===== src/design/smsd_pkg.sv =====
// Shared types, widths and state codes for the sample mean / std deviation block.
`default_nettype none

package smsd_pkg;

    // Field widths fixed by the interface
    localparam int SAMPLE_W      = 24;
    localparam int COUNT_FIELD_W = 13;

    // Sample store
    localparam int STORE_DEPTH = 4096;
    localparam int ADDR_W      = $clog2(STORE_DEPTH);
    localparam int CNT_W       = $clog2(STORE_DEPTH + 1);

    // Datapath widths
    localparam int SUM_W  = SAMPLE_W + ADDR_W + 1;   // running sum, signed
    localparam int DIFF_W = SAMPLE_W + 1;            // sample - mean
    localparam int MAG_W  = SAMPLE_W;                // |sample - mean|
    localparam int SQ_W   = 2 * MAG_W;               // squared deviation
    localparam int SSQ_W  = SQ_W + ADDR_W + 1;       // sum of squares
    localparam int DIVD_W = (SSQ_W > SUM_W) ? SSQ_W : SUM_W;
    localparam int DCNT_W = $clog2(DIVD_W + 1);
    localparam int RT_W   = SAMPLE_W;                // square root width
    localparam int VAR_W  = 2 * RT_W;                // radicand width
    localparam int SCNT_W = $clog2(RT_W + 1);

    // Job queue between intake and compute
    localparam int QDEPTH = 2;
    localparam int QPTR_W = $clog2(QDEPTH);
    localparam int QCNT_W = $clog2(QDEPTH + 1);

    typedef struct packed {
        logic signed [SAMPLE_W-1:0] sample;
        logic                       last;
    } smsd_in_t;

    typedef struct packed {
        logic signed [SAMPLE_W-1:0] mean_value;
        logic [SAMPLE_W-1:0]        std_dev;
        logic [COUNT_FIELD_W-1:0]   sample_count;
        logic                       dropped;
    } smsd_out_t;

    // One finished set, handed from intake to compute
    typedef struct packed {
        logic signed [SUM_W-1:0] sum;
        logic [CNT_W-1:0]        count;
        logic                    dropped;
    } smsd_job_t;

    typedef enum logic [2:0] {
        ST_IDLE,
        ST_MDIV,
        ST_DEV,
        ST_VDIV,
        ST_SQRT,
        ST_EMIT
    } smsd_state_t;

endpackage

`default_nettype wire


===== src/design/smsd_fifo.sv =====
// Small job queue between the intake and the compute engine.
`default_nettype none

module smsd_fifo
    import smsd_pkg::*;
(
    input  wire logic      clk,
    input  wire logic      rst_n,
    input  wire logic      push,
    input  wire smsd_job_t push_job,
    output logic           full,
    input  wire logic      pop,
    output smsd_job_t      head,
    output logic           empty
);

    smsd_job_t           mem_reg [QDEPTH];
    logic [QPTR_W-1:0]   wr_ptr_reg;
    logic [QPTR_W-1:0]   rd_ptr_reg;
    logic [QCNT_W-1:0]   fill_reg;
    logic                do_push;
    logic                do_pop;

    assign full    = (fill_reg == QCNT_W'(QDEPTH));
    assign empty   = (fill_reg == '0);
    assign do_push = push && !full;
    assign do_pop  = pop && !empty;
    assign head    = mem_reg[rd_ptr_reg];

    always_ff @(posedge clk)
    begin
        if (do_push)
        begin
            mem_reg[wr_ptr_reg] <= push_job;
        end
    end

    always_ff @(posedge clk or negedge rst_n)
    begin
        if (!rst_n)
        begin
            wr_ptr_reg <= '0;
            rd_ptr_reg <= '0;
            fill_reg   <= '0;
        end
        else
        begin
            if (do_push)
            begin
                wr_ptr_reg <= (wr_ptr_reg == QPTR_W'(QDEPTH - 1)) ? '0 : wr_ptr_reg + 1'b1;
            end
            if (do_pop)
            begin
                rd_ptr_reg <= (rd_ptr_reg == QPTR_W'(QDEPTH - 1)) ? '0 : rd_ptr_reg + 1'b1;
            end
            if (do_push && !do_pop)
            begin
                fill_reg <= fill_reg + 1'b1;
            end
            else if (do_pop && !do_push)
            begin
                fill_reg <= fill_reg - 1'b1;
            end
        end
    end

endmodule

`default_nettype wire


===== config.mk =====
export PLATFORM = sky130hd
export DESIGN_NAME = smsd_fifo
export DESIGN_NICKNAME = d
export VERILOG_FILES = /design/src/design/smsd_pkg.sv /design/src/design/smsd_fifo.sv
export SDC_FILE = /design/constraint.sdc
export NUM_CORES = 1
export LEC_CHECK = 0
export BUFFER_PORTS_ARGS = -buffer_cell sky130_fd_sc_hd__buf_2
export CAP_MARGIN = 25
export CORE_AREA = 2 2 89 91
export CTS_CLUSTER_DIAMETER = 50
export DETAILED_ROUTE_END_ITERATION = 10
export DIE_AREA = 0 0 91 93
export GPL_TIMING_DRIVEN = 0
export PLACE_DENSITY = 0.83
export SYNTH_ARGS = -nofsm -noshare
export SYNTH_HDL_FRONTEND = slang
export SYNTH_SLANG_ARGS = --single-unit
export TNS_END_PERCENT = 30

===== constraint.sdc =====
create_clock -name clk -period 5.82 [get_ports clk]
set_input_delay 0.582 -clock clk [delete_from_list [all_inputs] [get_ports clk]]
set_output_delay 0.582 -clock clk [all_outputs]
set_load 0.02 [all_outputs]

==> reports/results.ini <==
[finish]
combined_area_of_the_multi_input_logic_cells_um2 = 856
layout-drive-gt1-share = 0.599
seqCellArea_mm2 = 0.00316
syn2layout_area_growth_pct = 21.8
nFillCells = 563
final_stage_net_count = 355
diodes = 0
largest_reg_flops = 102

[synth]
post_synthesis_share_of_cell_area_spent_on_xor_and_xnor_gates = 0.0106
ys_types = 15
yosys_warnings = 0
syn_avg_cell_area_um2 = 23.2
synth_adder_area_share = 0.00303
synth_top_family_by_area = multiplexers
post_synth_and_or_nand_nor_area_fraction = 0.00667
yosys_register_bits = 106
synthCells = 178
synth_seq_area_share = 0.766
synth_compound_area_frac = 0.00121
mappedNetlistNets = 234
synth_area_mm2 = 0.00413
muxShareOfSynthArea = 0.184

[sta]
max_slew.worst_pin.slew_ns = 0.693
totalNegativeSetupSlack_ns = 0
timing.final.setup_violations = 0
slew_headroom = 0.537
timing.final.hold_violations = 0
timing.final.crit_period_ns = 2.10
unrepaired_setup_endpoints_after_global_routing = no
finalCritPeriodShare = 0.361
finClkSkew_ns = 0.0146
hold_ws_ns = 0.409
max_clock_freq_mhz = 475
slew_viol_final = 0

[power]
design_power_total_mw = 2.55
power-per-cell-area_mw_per_mm2 = 506
clock_network_fraction_of_total_power = 0.156
switching_power_mw = 0.845
combPwrFrac = 0.414
max-vdd-ir-drop_v = 0.000316
p_leak_nw = 2.04
net_sw_frac = 0.332
intPower_mw = 1.70
seqPwrFrac = 0.430

[setup_path]
crit_fanout = 10
worstSetupEndpointType = output port
required_ns = 5.24
timing.critical_path.from = rd_ptr_reg
arrival_ns = 1.52
critical_path.reg2reg.endpoint = mem_reg[0][14]
critical_path.startpoint_type = flop
flop2flop_setup_slack_ns = 3.92
r2r_start = fill_reg[0]
worst-r2r-cell-count = 4
critPathKind = flop to output port

[clock_tree]
clock_tree_from_tritoncts = yes
ctsResizeCount = 0
worst_skew_pair.late_latency_ns = 0.35
cts.clk_slew.worst_paths_ns = 0.10
clockRootBuffer = sky130_fd_sc_hd__clkbuf_8
cts_made_buffers = 9
numClockSinks = 106
clockBufferDepth = 2
htree_num_levels = 3

[global_route]
grt_use_total = 0.160
first_global_vias = 2047
grt_antenna_before_repair = 0
first_pass_grt_wire_length_um = 10100
grt_overflow = 0
grt_max_degree = 37

[floorplan]
boundaryPins = 108
fp-row-count = 32
dieHeight_um = 93
floorplan.die_area_mm2 = 0.00846
start_util = 0.549
dieWidth_um = 91
core_region_area_mm2 = 0.00753

[run]
drv_cap = 0

[place]
port_buffers = 107
gp_congestion = 0.666
dp_hpwl_um = 4380

[worst_hold_path]
hold_end = mem_reg[1][1]
worst_hold_path.num_cells = 1
hold_path.class = input port to flop
worstHoldStart = push_job[1]

[detailed_routing]
postRouteWirelength_um = 6370
num_vias = 1959
final_antenna_net_count = 0
initialDrtViolationCount = 91
drc_violations = 0
avgViaCountPerCell = 4.83
drt-wirelength-per-cell_um = 15.7
count_of_tritonroute_iterations_in_the_first_routing_pass = 3

[status]
outcome = finished, final reports clean

per-stage QoR:
| stage | setup WS, ns | instances | cell area (um2) | util |
|---|---|---|---|---|
| floorplan | 2.55 | 178 | 4130 | - |
| global placement | 1.30 | 387 | 4790 | 0.637 |
| detailed placement | 3.81 | 389 | 4840 | 0.643 |
| CTS | 3.68 | 405 | 5020 | 0.667 |
| global route | 3.63 | 406 | 5030 | 0.668 |
| finish | 3.72 | 406 | 5030 | 0.668 |
worst max-delay path, stage by stage (launching register included):
cell and delay, ns:
sky130_fd_sc_hd__dfrtp_1 0.35, sky130_fd_sc_hd__buf_6 0.19, sky130_fd_sc_hd__buf_12 0.17, sky130_fd_sc_hd__mux2_4 0.31, sky130_fd_sc_hd__buf_2 0.16
power groups by stage:
stage / clock (mW) / combinational [mW] / sequential, mW
6_report: 0.397 / 1.05 / 1.09
5_1_grt: 0.437 / 1.12 / 1.11
4_1_cts: 0.410 / 1.07 / 1.10
3_5_place_dp: 0 / 1.07 / 1.11
3_3_place_gp: 0 / 1.03 / 1.12
2_1_floorplan: 0 / 0.792 / 1.11
final cells by class:
type                    count  area share
plain buffers               6      0.0222
multi-input cells          64       0.170
repair buffers            110       0.116
inverters                   2     0.00149
well taps                 102      0.0254
clock buffers               9      0.0246
flip-flops and latches    106       0.629
clock inverters             7      0.0105
Yosys cell counts (all sizes together):
master,count,area [um2]
mux2,51,758
edfxtp,102,3060
nand2b,1,6.26
xnor2,3,26.3
and3,1,6.26
nor2,3,11.3
xor2,2,17.5
dfrtp,4,100
buf,6,111
nand2,1,3.75
o21ai,1,5.00
ha,1,12.5
inv,2,7.51
worst max path at each step:
stage / to / depth (start not counted)
floorplan: mem_reg[0][0] / 2
global placement: mem_reg[0][12] / 3
detailed placement: mem_reg[0][31] / 4
CTS: head[10] / 4
global route: head[21] / 4
finish: head[10] / 4
logic make-up (layout without fill, tap and decap cells):
group | Yosys count | in the layout
XOR/XNOR | 5 | 5
AND/OR/NAND/NOR | 6 | 6
flip-flops | 106 | 106
adder cells (fa/ha/maj) | 1 | 1
buffers and inverters | 8 | 134
multiplexers | 51 | 51
AO/OA/AOI/OAI | 1 | 1
what timing repair did:
item                                   4_1_cts  5_1_grt
hold buffers                                 0        1
endpoints found under the hold margin        0        4
setup buffers                                0        0
metal layers:
layer	wire, um	track usage	vias up
met5	0	0	-
met4	56	0.0530	0
met3	344	0.0556	4
met2	3390	0.273	65
met1	2570	0.192	953
li1	-	-	937
cells in the final DEF (no fill, tap or decap), types with 2 or more instances in the layout:
master	instances
sky130_fd_sc_hd__buf_2	107
sky130_fd_sc_hd__edfxtp_1	102
sky130_fd_sc_hd__mux2_4	49
sky130_fd_sc_hd__clkbuf_8	9
sky130_fd_sc_hd__buf_12	7
sky130_fd_sc_hd__dfrtp_1	4
sky130_fd_sc_hd__xnor2_1	3
sky130_fd_sc_hd__inv_1	2
sky130_fd_sc_hd__nor2_1	2
sky130_fd_sc_hd__mux2_2	2
sky130_fd_sc_hd__xor2_1	2
sky130_fd_sc_hd__clkinv_1	2
sky130_fd_sc_hd__clkinv_4	2
Note: power is estimated with default switching activity, not from simulation.
