[config.mk]
export PLATFORM = sky130hd
export DESIGN_NAME = smsd_back
export DESIGN_NICKNAME = d
export VERILOG_FILES = /design/src/design/smsd_pkg.sv /design/src/design/smsd_div.sv /design/src/design/smsd_back.sv
export SDC_FILE = /design/constraint.sdc
export NUM_CORES = 2
export LEC_CHECK = 0
export ABC_AREA = 1
export BUFFER_PORTS_ARGS = -buffer_cell sky130_fd_sc_hd__clkbuf_2
export CAP_MARGIN = 20
export CORE_MARGIN = 2
export CORE_UTILIZATION = 35
export DETAILED_ROUTE_END_ITERATION = 10
export GPL_ROUTABILITY_DRIVEN = 1
export GPL_TIMING_DRIVEN = 0
export SLEW_MARGIN = 20
export SYNTH_ARGS = -nofsm -noshare
export SYNTH_HDL_FRONTEND = slang
export SYNTH_SLANG_ARGS = --single-unit
[constraint.sdc]
create_clock -name clk -period 8.8 [get_ports clk]
set_input_delay 1.76 -clock clk [delete_from_list [all_inputs] [get_ports clk]]
set_output_delay 1.76 -clock clk [all_outputs]
set_load 0.005 [all_outputs]
[src/design/smsd_pkg.sv]
// Shared types, widths and state codes for the sample mean / std deviation block.
`default_nettype none

package smsd_pkg;

    // Field widths fixed by the interface
    localparam int SAMPLE_W      = 24;
    localparam int COUNT_FIELD_W = 13;

    // Sample store
    localparam int STORE_DEPTH = 4096;
    localparam int ADDR_W      = $clog2(STORE_DEPTH);
    localparam int CNT_W       = $clog2(STORE_DEPTH + 1);

    // Datapath widths
    localparam int SUM_W  = SAMPLE_W + ADDR_W + 1;   // running sum, signed
    localparam int DIFF_W = SAMPLE_W + 1;            // sample - mean
    localparam int MAG_W  = SAMPLE_W;                // |sample - mean|
    localparam int SQ_W   = 2 * MAG_W;               // squared deviation
    localparam int SSQ_W  = SQ_W + ADDR_W + 1;       // sum of squares
    localparam int DIVD_W = (SSQ_W > SUM_W) ? SSQ_W : SUM_W;
    localparam int DCNT_W = $clog2(DIVD_W + 1);
    localparam int RT_W   = SAMPLE_W;                // square root width
    localparam int VAR_W  = 2 * RT_W;                // radicand width
    localparam int SCNT_W = $clog2(RT_W + 1);

    // Job queue between intake and compute
    localparam int QDEPTH = 2;
    localparam int QPTR_W = $clog2(QDEPTH);
    localparam int QCNT_W = $clog2(QDEPTH + 1);

    typedef struct packed {
        logic signed [SAMPLE_W-1:0] sample;
        logic                       last;
    } smsd_in_t;

    typedef struct packed {
        logic signed [SAMPLE_W-1:0] mean_value;
        logic [SAMPLE_W-1:0]        std_dev;
        logic [COUNT_FIELD_W-1:0]   sample_count;
        logic                       dropped;
    } smsd_out_t;

    // One finished set, handed from intake to compute
    typedef struct packed {
        logic signed [SUM_W-1:0] sum;
        logic [CNT_W-1:0]        count;
        logic                    dropped;
    } smsd_job_t;

    typedef enum logic [2:0] {
        ST_IDLE,
        ST_MDIV,
        ST_DEV,
        ST_VDIV,
        ST_SQRT,
        ST_EMIT
    } smsd_state_t;

endpackage

`default_nettype wire

[src/design/smsd_div.sv]
// Shared restoring divider: unsigned dividend by count, one quotient bit per cycle.
`default_nettype none

module smsd_div
    import smsd_pkg::*;
(
    input  wire logic              clk,
    input  wire logic              rst_n,
    input  wire logic              start,
    input  wire logic [DIVD_W-1:0] dividend,
    input  wire logic [CNT_W-1:0]  divisor,
    output logic                   done,
    output logic [DIVD_W-1:0]      quotient
);

    logic                busy_reg;
    logic                done_reg;
    logic [DCNT_W-1:0]   cnt_reg;
    logic [CNT_W-1:0]    rem_reg;
    logic [DIVD_W-1:0]   quo_reg;
    logic [CNT_W-1:0]    dvs_reg;

    logic [CNT_W:0]      rem_sh;
    logic                ge;

    assign rem_sh   = {rem_reg, quo_reg[DIVD_W-1]};
    assign ge       = (rem_sh >= {1'b0, dvs_reg});
    assign done     = done_reg;
    assign quotient = quo_reg;

    always_ff @(posedge clk)
    begin
        if (start)
        begin
            quo_reg <= dividend;
            rem_reg <= '0;
            dvs_reg <= divisor;
        end
        else if (busy_reg)
        begin
            rem_reg <= ge ? CNT_W'(rem_sh - {1'b0, dvs_reg}) : CNT_W'(rem_sh);
            quo_reg <= {quo_reg[DIVD_W-2:0], ge};
        end
    end

    always_ff @(posedge clk or negedge rst_n)
    begin
        if (!rst_n)
        begin
            busy_reg <= 1'b0;
            done_reg <= 1'b0;
            cnt_reg  <= '0;
        end
        else
        begin
            done_reg <= 1'b0;
            if (start)
            begin
                busy_reg <= 1'b1;
                cnt_reg  <= DCNT_W'(DIVD_W);
            end
            else if (busy_reg)
            begin
                cnt_reg <= cnt_reg - 1'b1;
                if (cnt_reg == DCNT_W'(1))
                begin
                    busy_reg <= 1'b0;
                    done_reg <= 1'b1;
                end
            end
        end
    end

endmodule

`default_nettype wire

[src/design/smsd_back.sv]
// Compute engine: mean, deviation pass, variance, square root, result register.
`default_nettype none

module smsd_back
    import smsd_pkg::*;
(
    input  wire logic            clk,
    input  wire logic            rst_n,
    // job queue
    input  wire logic            job_empty,
    input  wire smsd_job_t       job_head,
    output logic                 job_pop,
    output logic                 job_done,
    // store read port
    output logic [ADDR_W-1:0]    rd_addr,
    input  wire logic [SAMPLE_W-1:0] rd_data,
    // result channel
    output logic                 res_valid,
    input  wire logic            res_stall,
    output smsd_out_t            res
);

    smsd_state_t               state_reg, state_next;
    smsd_job_t                 job_reg;
    logic signed [SAMPLE_W-1:0] mean_reg;

    // deviation pass
    logic [CNT_W-1:0]          idx_reg;
    logic                      v1_reg, v2_reg, v3_reg;
    logic [MAG_W-1:0]          ad_reg;
    logic [SQ_W-1:0]           sq_reg;
    logic [SSQ_W-1:0]          ssq_reg;

    // square root
    logic [VAR_W-1:0]          rad_reg;
    logic [RT_W+1:0]           rem_reg;
    logic [RT_W-1:0]           root_reg;
    logic [SCNT_W-1:0]         scnt_reg;

    // result register
    logic                      res_valid_reg;
    smsd_out_t                 res_reg;

    // divider
    logic                      div_start;
    logic [DIVD_W-1:0]         div_dividend;
    logic [CNT_W-1:0]          div_divisor;
    logic                      div_done;
    logic [DIVD_W-1:0]         div_quo;

    logic [SUM_W-1:0]          sum_mag;
    logic                      issue;
    logic                      pass_end;
    logic                      out_free;
    logic signed [DIFF_W-1:0]  diff;
    logic [DIFF_W-1:0]         diff_mag;
    logic [RT_W+1:0]           rem_sh;
    logic [RT_W+1:0]           trial;
    logic                      rt_ge;
    logic [SAMPLE_W-1:0]       q_mean;

    smsd_div u_div (
        .clk      (clk),
        .rst_n    (rst_n),
        .start    (div_start),
        .dividend (div_dividend),
        .divisor  (div_divisor),
        .done     (div_done),
        .quotient (div_quo)
    );

    assign sum_mag  = job_head.sum[SUM_W-1] ? SUM_W'(-job_head.sum) : SUM_W'(job_head.sum);
    assign out_free = !res_valid_reg || !res_stall;
    assign issue    = (state_reg == ST_DEV) && (idx_reg < job_reg.count);
    assign pass_end = (state_reg == ST_DEV) && (idx_reg == job_reg.count)
                      && !v1_reg && !v2_reg && !v3_reg;
    assign rd_addr  = idx_reg[ADDR_W-1:0];

    assign diff     = DIFF_W'($signed(rd_data)) - DIFF_W'(mean_reg);
    assign diff_mag = diff[DIFF_W-1] ? DIFF_W'(-diff) : DIFF_W'(diff);

    assign rem_sh   = {rem_reg[RT_W-1:0], rad_reg[VAR_W-1:VAR_W-2]};
    assign trial    = {root_reg, 2'b01};
    assign rt_ge    = (rem_sh >= trial);

    // quotient magnitude stays within the sample range
    assign q_mean   = job_reg.sum[SUM_W-1] ? SAMPLE_W'(-div_quo[SAMPLE_W-1:0])
                                           : div_quo[SAMPLE_W-1:0];

    always_comb
    begin
        state_next   = state_reg;
        job_pop      = 1'b0;
        job_done     = 1'b0;
        div_start    = 1'b0;
        div_dividend = DIVD_W'(sum_mag);
        div_divisor  = job_head.count;

        case (state_reg)
            ST_IDLE:
            begin
                if (!job_empty)
                begin
                    job_pop    = 1'b1;
                    div_start  = 1'b1;
                    state_next = ST_MDIV;
                end
            end
            ST_MDIV:
            begin
                if (div_done)
                begin
                    state_next = ST_DEV;
                end
            end
            ST_DEV:
            begin
                if (pass_end)
                begin
                    div_start    = 1'b1;
                    div_dividend = DIVD_W'(ssq_reg);
                    div_divisor  = job_reg.count;
                    state_next   = ST_VDIV;
                end
            end
            ST_VDIV:
            begin
                if (div_done)
                begin
                    state_next = ST_SQRT;
                end
            end
            ST_SQRT:
            begin
                if (scnt_reg == SCNT_W'(1))
                begin
                    state_next = ST_EMIT;
                end
            end
            ST_EMIT:
            begin
                if (out_free)
                begin
                    job_done   = 1'b1;
                    state_next = ST_IDLE;
                end
            end
            default:
            begin
                state_next = ST_IDLE;
            end
        endcase
    end

    // datapath, no reset needed
    always_ff @(posedge clk)
    begin
        if (job_pop)
        begin
            job_reg <= job_head;
        end
        if (state_reg == ST_MDIV && div_done)
        begin
            mean_reg <= q_mean;
            ssq_reg  <= '0;
        end
        if (v1_reg)
        begin
            ad_reg <= diff_mag[MAG_W-1:0];
        end
        if (v2_reg)
        begin
            sq_reg <= ad_reg * ad_reg;
        end
        if (v3_reg)
        begin
            ssq_reg <= ssq_reg + SSQ_W'(sq_reg);
        end
        if (state_reg == ST_VDIV && div_done)
        begin
            rad_reg  <= div_quo[VAR_W-1:0];
            rem_reg  <= '0;
            root_reg <= '0;
        end
        else if (state_reg == ST_SQRT)
        begin
            rad_reg  <= {rad_reg[VAR_W-3:0], 2'b00};
            rem_reg  <= rt_ge ? rem_sh - trial : rem_sh;
            root_reg <= {root_reg[RT_W-2:0], rt_ge};
        end
        if (state_reg == ST_EMIT && out_free)
        begin
            res_reg.mean_value   <= mean_reg;
            res_reg.std_dev      <= root_reg;
            res_reg.sample_count <= COUNT_FIELD_W'(job_reg.count);
            res_reg.dropped      <= job_reg.dropped;
        end
    end

    always_ff @(posedge clk or negedge rst_n)
    begin
        if (!rst_n)
        begin
            state_reg     <= ST_IDLE;
            idx_reg       <= '0;
            v1_reg        <= 1'b0;
            v2_reg        <= 1'b0;
            v3_reg        <= 1'b0;
            scnt_reg      <= '0;
            res_valid_reg <= 1'b0;
        end
        else
        begin
            state_reg <= state_next;
            v1_reg    <= issue;
            v2_reg    <= v1_reg;
            v3_reg    <= v2_reg;
            if (state_reg == ST_MDIV)
            begin
                idx_reg <= '0;
            end
            else if (issue)
            begin
                idx_reg <= idx_reg + 1'b1;
            end
            if (state_reg == ST_VDIV)
            begin
                scnt_reg <= SCNT_W'(RT_W);
            end
            else if (state_reg == ST_SQRT)
            begin
                scnt_reg <= scnt_reg - 1'b1;
            end
            if (state_reg == ST_EMIT && out_free)
            begin
                res_valid_reg <= 1'b1;
            end
            else if (!res_stall)
            begin
                res_valid_reg <= 1'b0;
            end
        end
    end

    assign res_valid = res_valid_reg;
    assign res       = res_reg;

    a_issue_bound: assert property (@(posedge clk) disable iff (!rst_n)
        issue |-> idx_reg < job_reg.count)
        else $error("store read past the current set");

    a_acc_in_pass: assert property (@(posedge clk) disable iff (!rst_n)
        (v1_reg || v2_reg || v3_reg) |-> state_reg == ST_DEV)
        else $error("deviation pipeline busy outside the pass");

    a_done_to_idle: assert property (@(posedge clk) disable iff (!rst_n)
        job_done |=> state_reg == ST_IDLE && res_valid_reg)
        else $error("done without a loaded result");

endmodule

`default_nettype wire
==> flow_summary.toml <==
[final_layout]
largest_reg_flops = 62
antennaDiodeCount = 0
syn_to_final_growth_pct = 11.12
fill_cells = 12430
final_cell_mix = "1210 x inv_1, 1032 x nand2_1, 435 x fa_1"
final_common_cell = "inv_1"
drive_above_1_share_pct = 6.368
nets = 6229

[yosys]
synth_warnings = 0
ys_ff_latch = 449
synth_top_area_share_pct = 24.69
synth-edff-count = 355
synth_cell_types = 65
synthFlopType = "edfxtp_1"
synth_seq_area_share_pct = 29.43
syn_nets = 6015
synthArstFlopShare_pct = 7.350
netlist_instances = 5196
synth_area_leaders = "edfxtp_1 25%, fa_1 20%, inv_1 11%"
synthesis.area_sq_mm = 0.04318
yosysTopAreaCell = "edfxtp_1"
avgSynthCellArea_sq_um = 8.310

[critical_path]
worstPathArrival_ns = 8.55
crit_path_frequent_cell = "fa_1"
cpMaxStageDelayCell = "clkbuf_1"
path_max_fanout = 10
critical_path_class = "reg2reg"
cp.required_ns = 9.23
cp-end-kind = "register"
crit_chain = "clkbuf_1, nand2_1, inv_1, fa_1, fa_1, fa_1, fa_1, fa_1, fa_1, inv_1, fa_1, inv_1, ha_1, nand2_1, nor2_1, inv_1, nor4_1, nand4_1, nand3_1, nand3_1, nand2_1, xor2_1"
startpoint_type = "register"
cp_slowest_stage_delay_ns = 0.96

[run]
maxCapViolations = 0

[clocking]
cts.sinks = 449
cts_made_buffers = 47
cts_hold_buf = 0
clk_pin_slew_worst_paths_ns = 0.06
tritoncts = "yes"
cts_root_buf = "clkbuf_16"
max-clock-path-buffers = 3
cts_setup_buffers = 0
htree_levels = 2
cts_resized = 0
clkLatencyLatePin_ns = 0.63

[sta]
tightest_slew_ns = 1.206
setup_violations = 0
relSlewSlack_pct = 19.58
rsz0062_at_grt = "false"
hold_violations = 0
period_minus_slack_ns = 8.119
finalMaxSlewViolations = 0
fmax_mhz = 123.2
fin_crit_sh_pct = 92.26
holdWs_ns = 0.4293
finalClockSkew_ns = 0.05280

[outcome]
outcome = "finished, final reports clean"

[min_path]
min_path_type = "reg2reg"

[grt]
grt_overflow = 0
grt_pass1_vias = 35760
grt_pass1_wl_microns = 204500
grt_max_degree = 49
antenna_found_initial = 1
track_usage_pct = 20.92

[detailed_routing]
via_per_inst = 4.961
dr.pass1.iters = 6
drtIter0Drc = 2782
drc_errors = 0
vias = 35090
routed_wl_microns = 131800
postRouteAntennaNets = 0
wl_per_cell_microns = 18.63

[floorplan]
start_util_pct = 35.38
chipWidth_microns = 355.2
core_sq_mm = 0.1220
num_rows = 128
die_h_microns = 355.2
die_area_sq_mm = 0.1262
io_pins = 156

[placement]
hpwl_microns = 108400
io_buffers = 155
gp_congestion = 0.9443
==> logic make-up after synthesis <==
family / count (synthesis) / share of synthesized area (%)
xor+xnor: 136 / 2.776
simple gates: 1708 / 16.31
fa+ha+maj: 740 / 29.01
compound gates: 809 / 10.44
flops: 449 / 29.43
mux: 3 / 0.07823
buf+inv: 1351 / 11.95
==> Yosys cell counts, types with 7 or more instances <==
cell and count:
nor4_1 12, ha_1 305, fa_1 435, inv_1 1210, o21a_1 11, o221ai_1 9
nor3_1 57, inv_2 11, o211ai_1 32, nor2_1 355, edfxtp_1 355, xnor2_1 45
nand2_1 1033, a21oi_2 7, o21bai_1 17, nand2_2 12, or2_2 9, a21o_1 27
buf_4 15, dfrtp_1 33, nand3_1 142, clkbuf_1 92, and2_1 7, xor2_1 90
nor2_2 10, a21oi_1 287, buf_2 15, o22ai_1 34, nand4_1 47, dfxtp_1 61
a31oi_1 23, o21ai_0 323
==> routing by layer <==
metal / vias up / GRT usage, % / wire [microns] / share of wire (%)
met4: 2 / 6.339 / 4362 / 3.3
met5: - / 0 / 13 / 0.0099
li1: 16790 / - / - / -
met3: 221 / 2.236 / 7164 / 5.4
met1: 17000 / 27.31 / 56420 / 43
met2: 1076 / 36.41 / 63810 / 48
==> critical path: cells and delay by family, from the launching register on <==
family        cells  cell delay [ns]
fa+ha+maj         8             4.09
buf+inv           5             1.31
flops             1             0.82
simple gates      8             1.44
xor+xnor          1             0.28
==> through the flow <==
step | setup TNS [ns] | instance area, sq um | cells | worst slack [ns] | util (%)
detailed placement | 0 | 46300 | 6986 | 0.7483 | 37.94
finish | 0 | 47980 | 7074 | 0.6808 | 39.32
CTS | 0 | 47980 | 7074 | 0.7904 | 39.32
global placement | -39.61 | 45990 | 6976 | -0.6502 | 37.68
global route | 0 | 47980 | 7074 | 0.4260 | 39.32
floorplan | 0 | 43180 | 5196 | 2.175 | -
==> final cells by class <==
class / instances / area [sq um] / share of cell area (%)
Multi-Input combinational cell: 3396 / 25350 / 52.84
Sequential cell: 449 / 12710 / 26.49
Inverter: 1223 / 4591 / 9.568
Tap cell: 1625 / 2033 / 4.238
Clock buffer: 54 / 1224 / 2.550
Timing Repair Buffer: 165 / 1036 / 2.159
Buffer: 128 / 574.3 / 1.197
Clock inverter: 34 / 460.4 / 0.9597
==> path summary, 6_finish.rpt <==
kind / slack (ns) / from / cells past startpoint / end
hold reg to reg: 0.43 / root_reg[21]$_SDFFE_PP0P_ / 0 / res[35]$_DFFE_PP_
setup / recovery: 0.68 / ad_reg[12]$_DFFE_PP_ / 22 / sq_reg[45]$_DFFE_PP_
hold / removal: 0.43 / root_reg[21]$_SDFFE_PP0P_ / 0 / res[35]$_DFFE_PP_
min in group asynchronous: 1.24 / rst_n / 1 / idx_reg[10]$_DFFE_PN0P_
max in group asynchronous: 6.96 / rst_n / 1 / v1_reg$_DFF_PN0_
setup reg to reg: 0.68 / ad_reg[12]$_DFFE_PP_ / 22 / sq_reg[45]$_DFFE_PP_
Power is left out: the tool's default activity adds up to more than one toggle a clock period on the data nets, which glitch-free logic cannot reach.
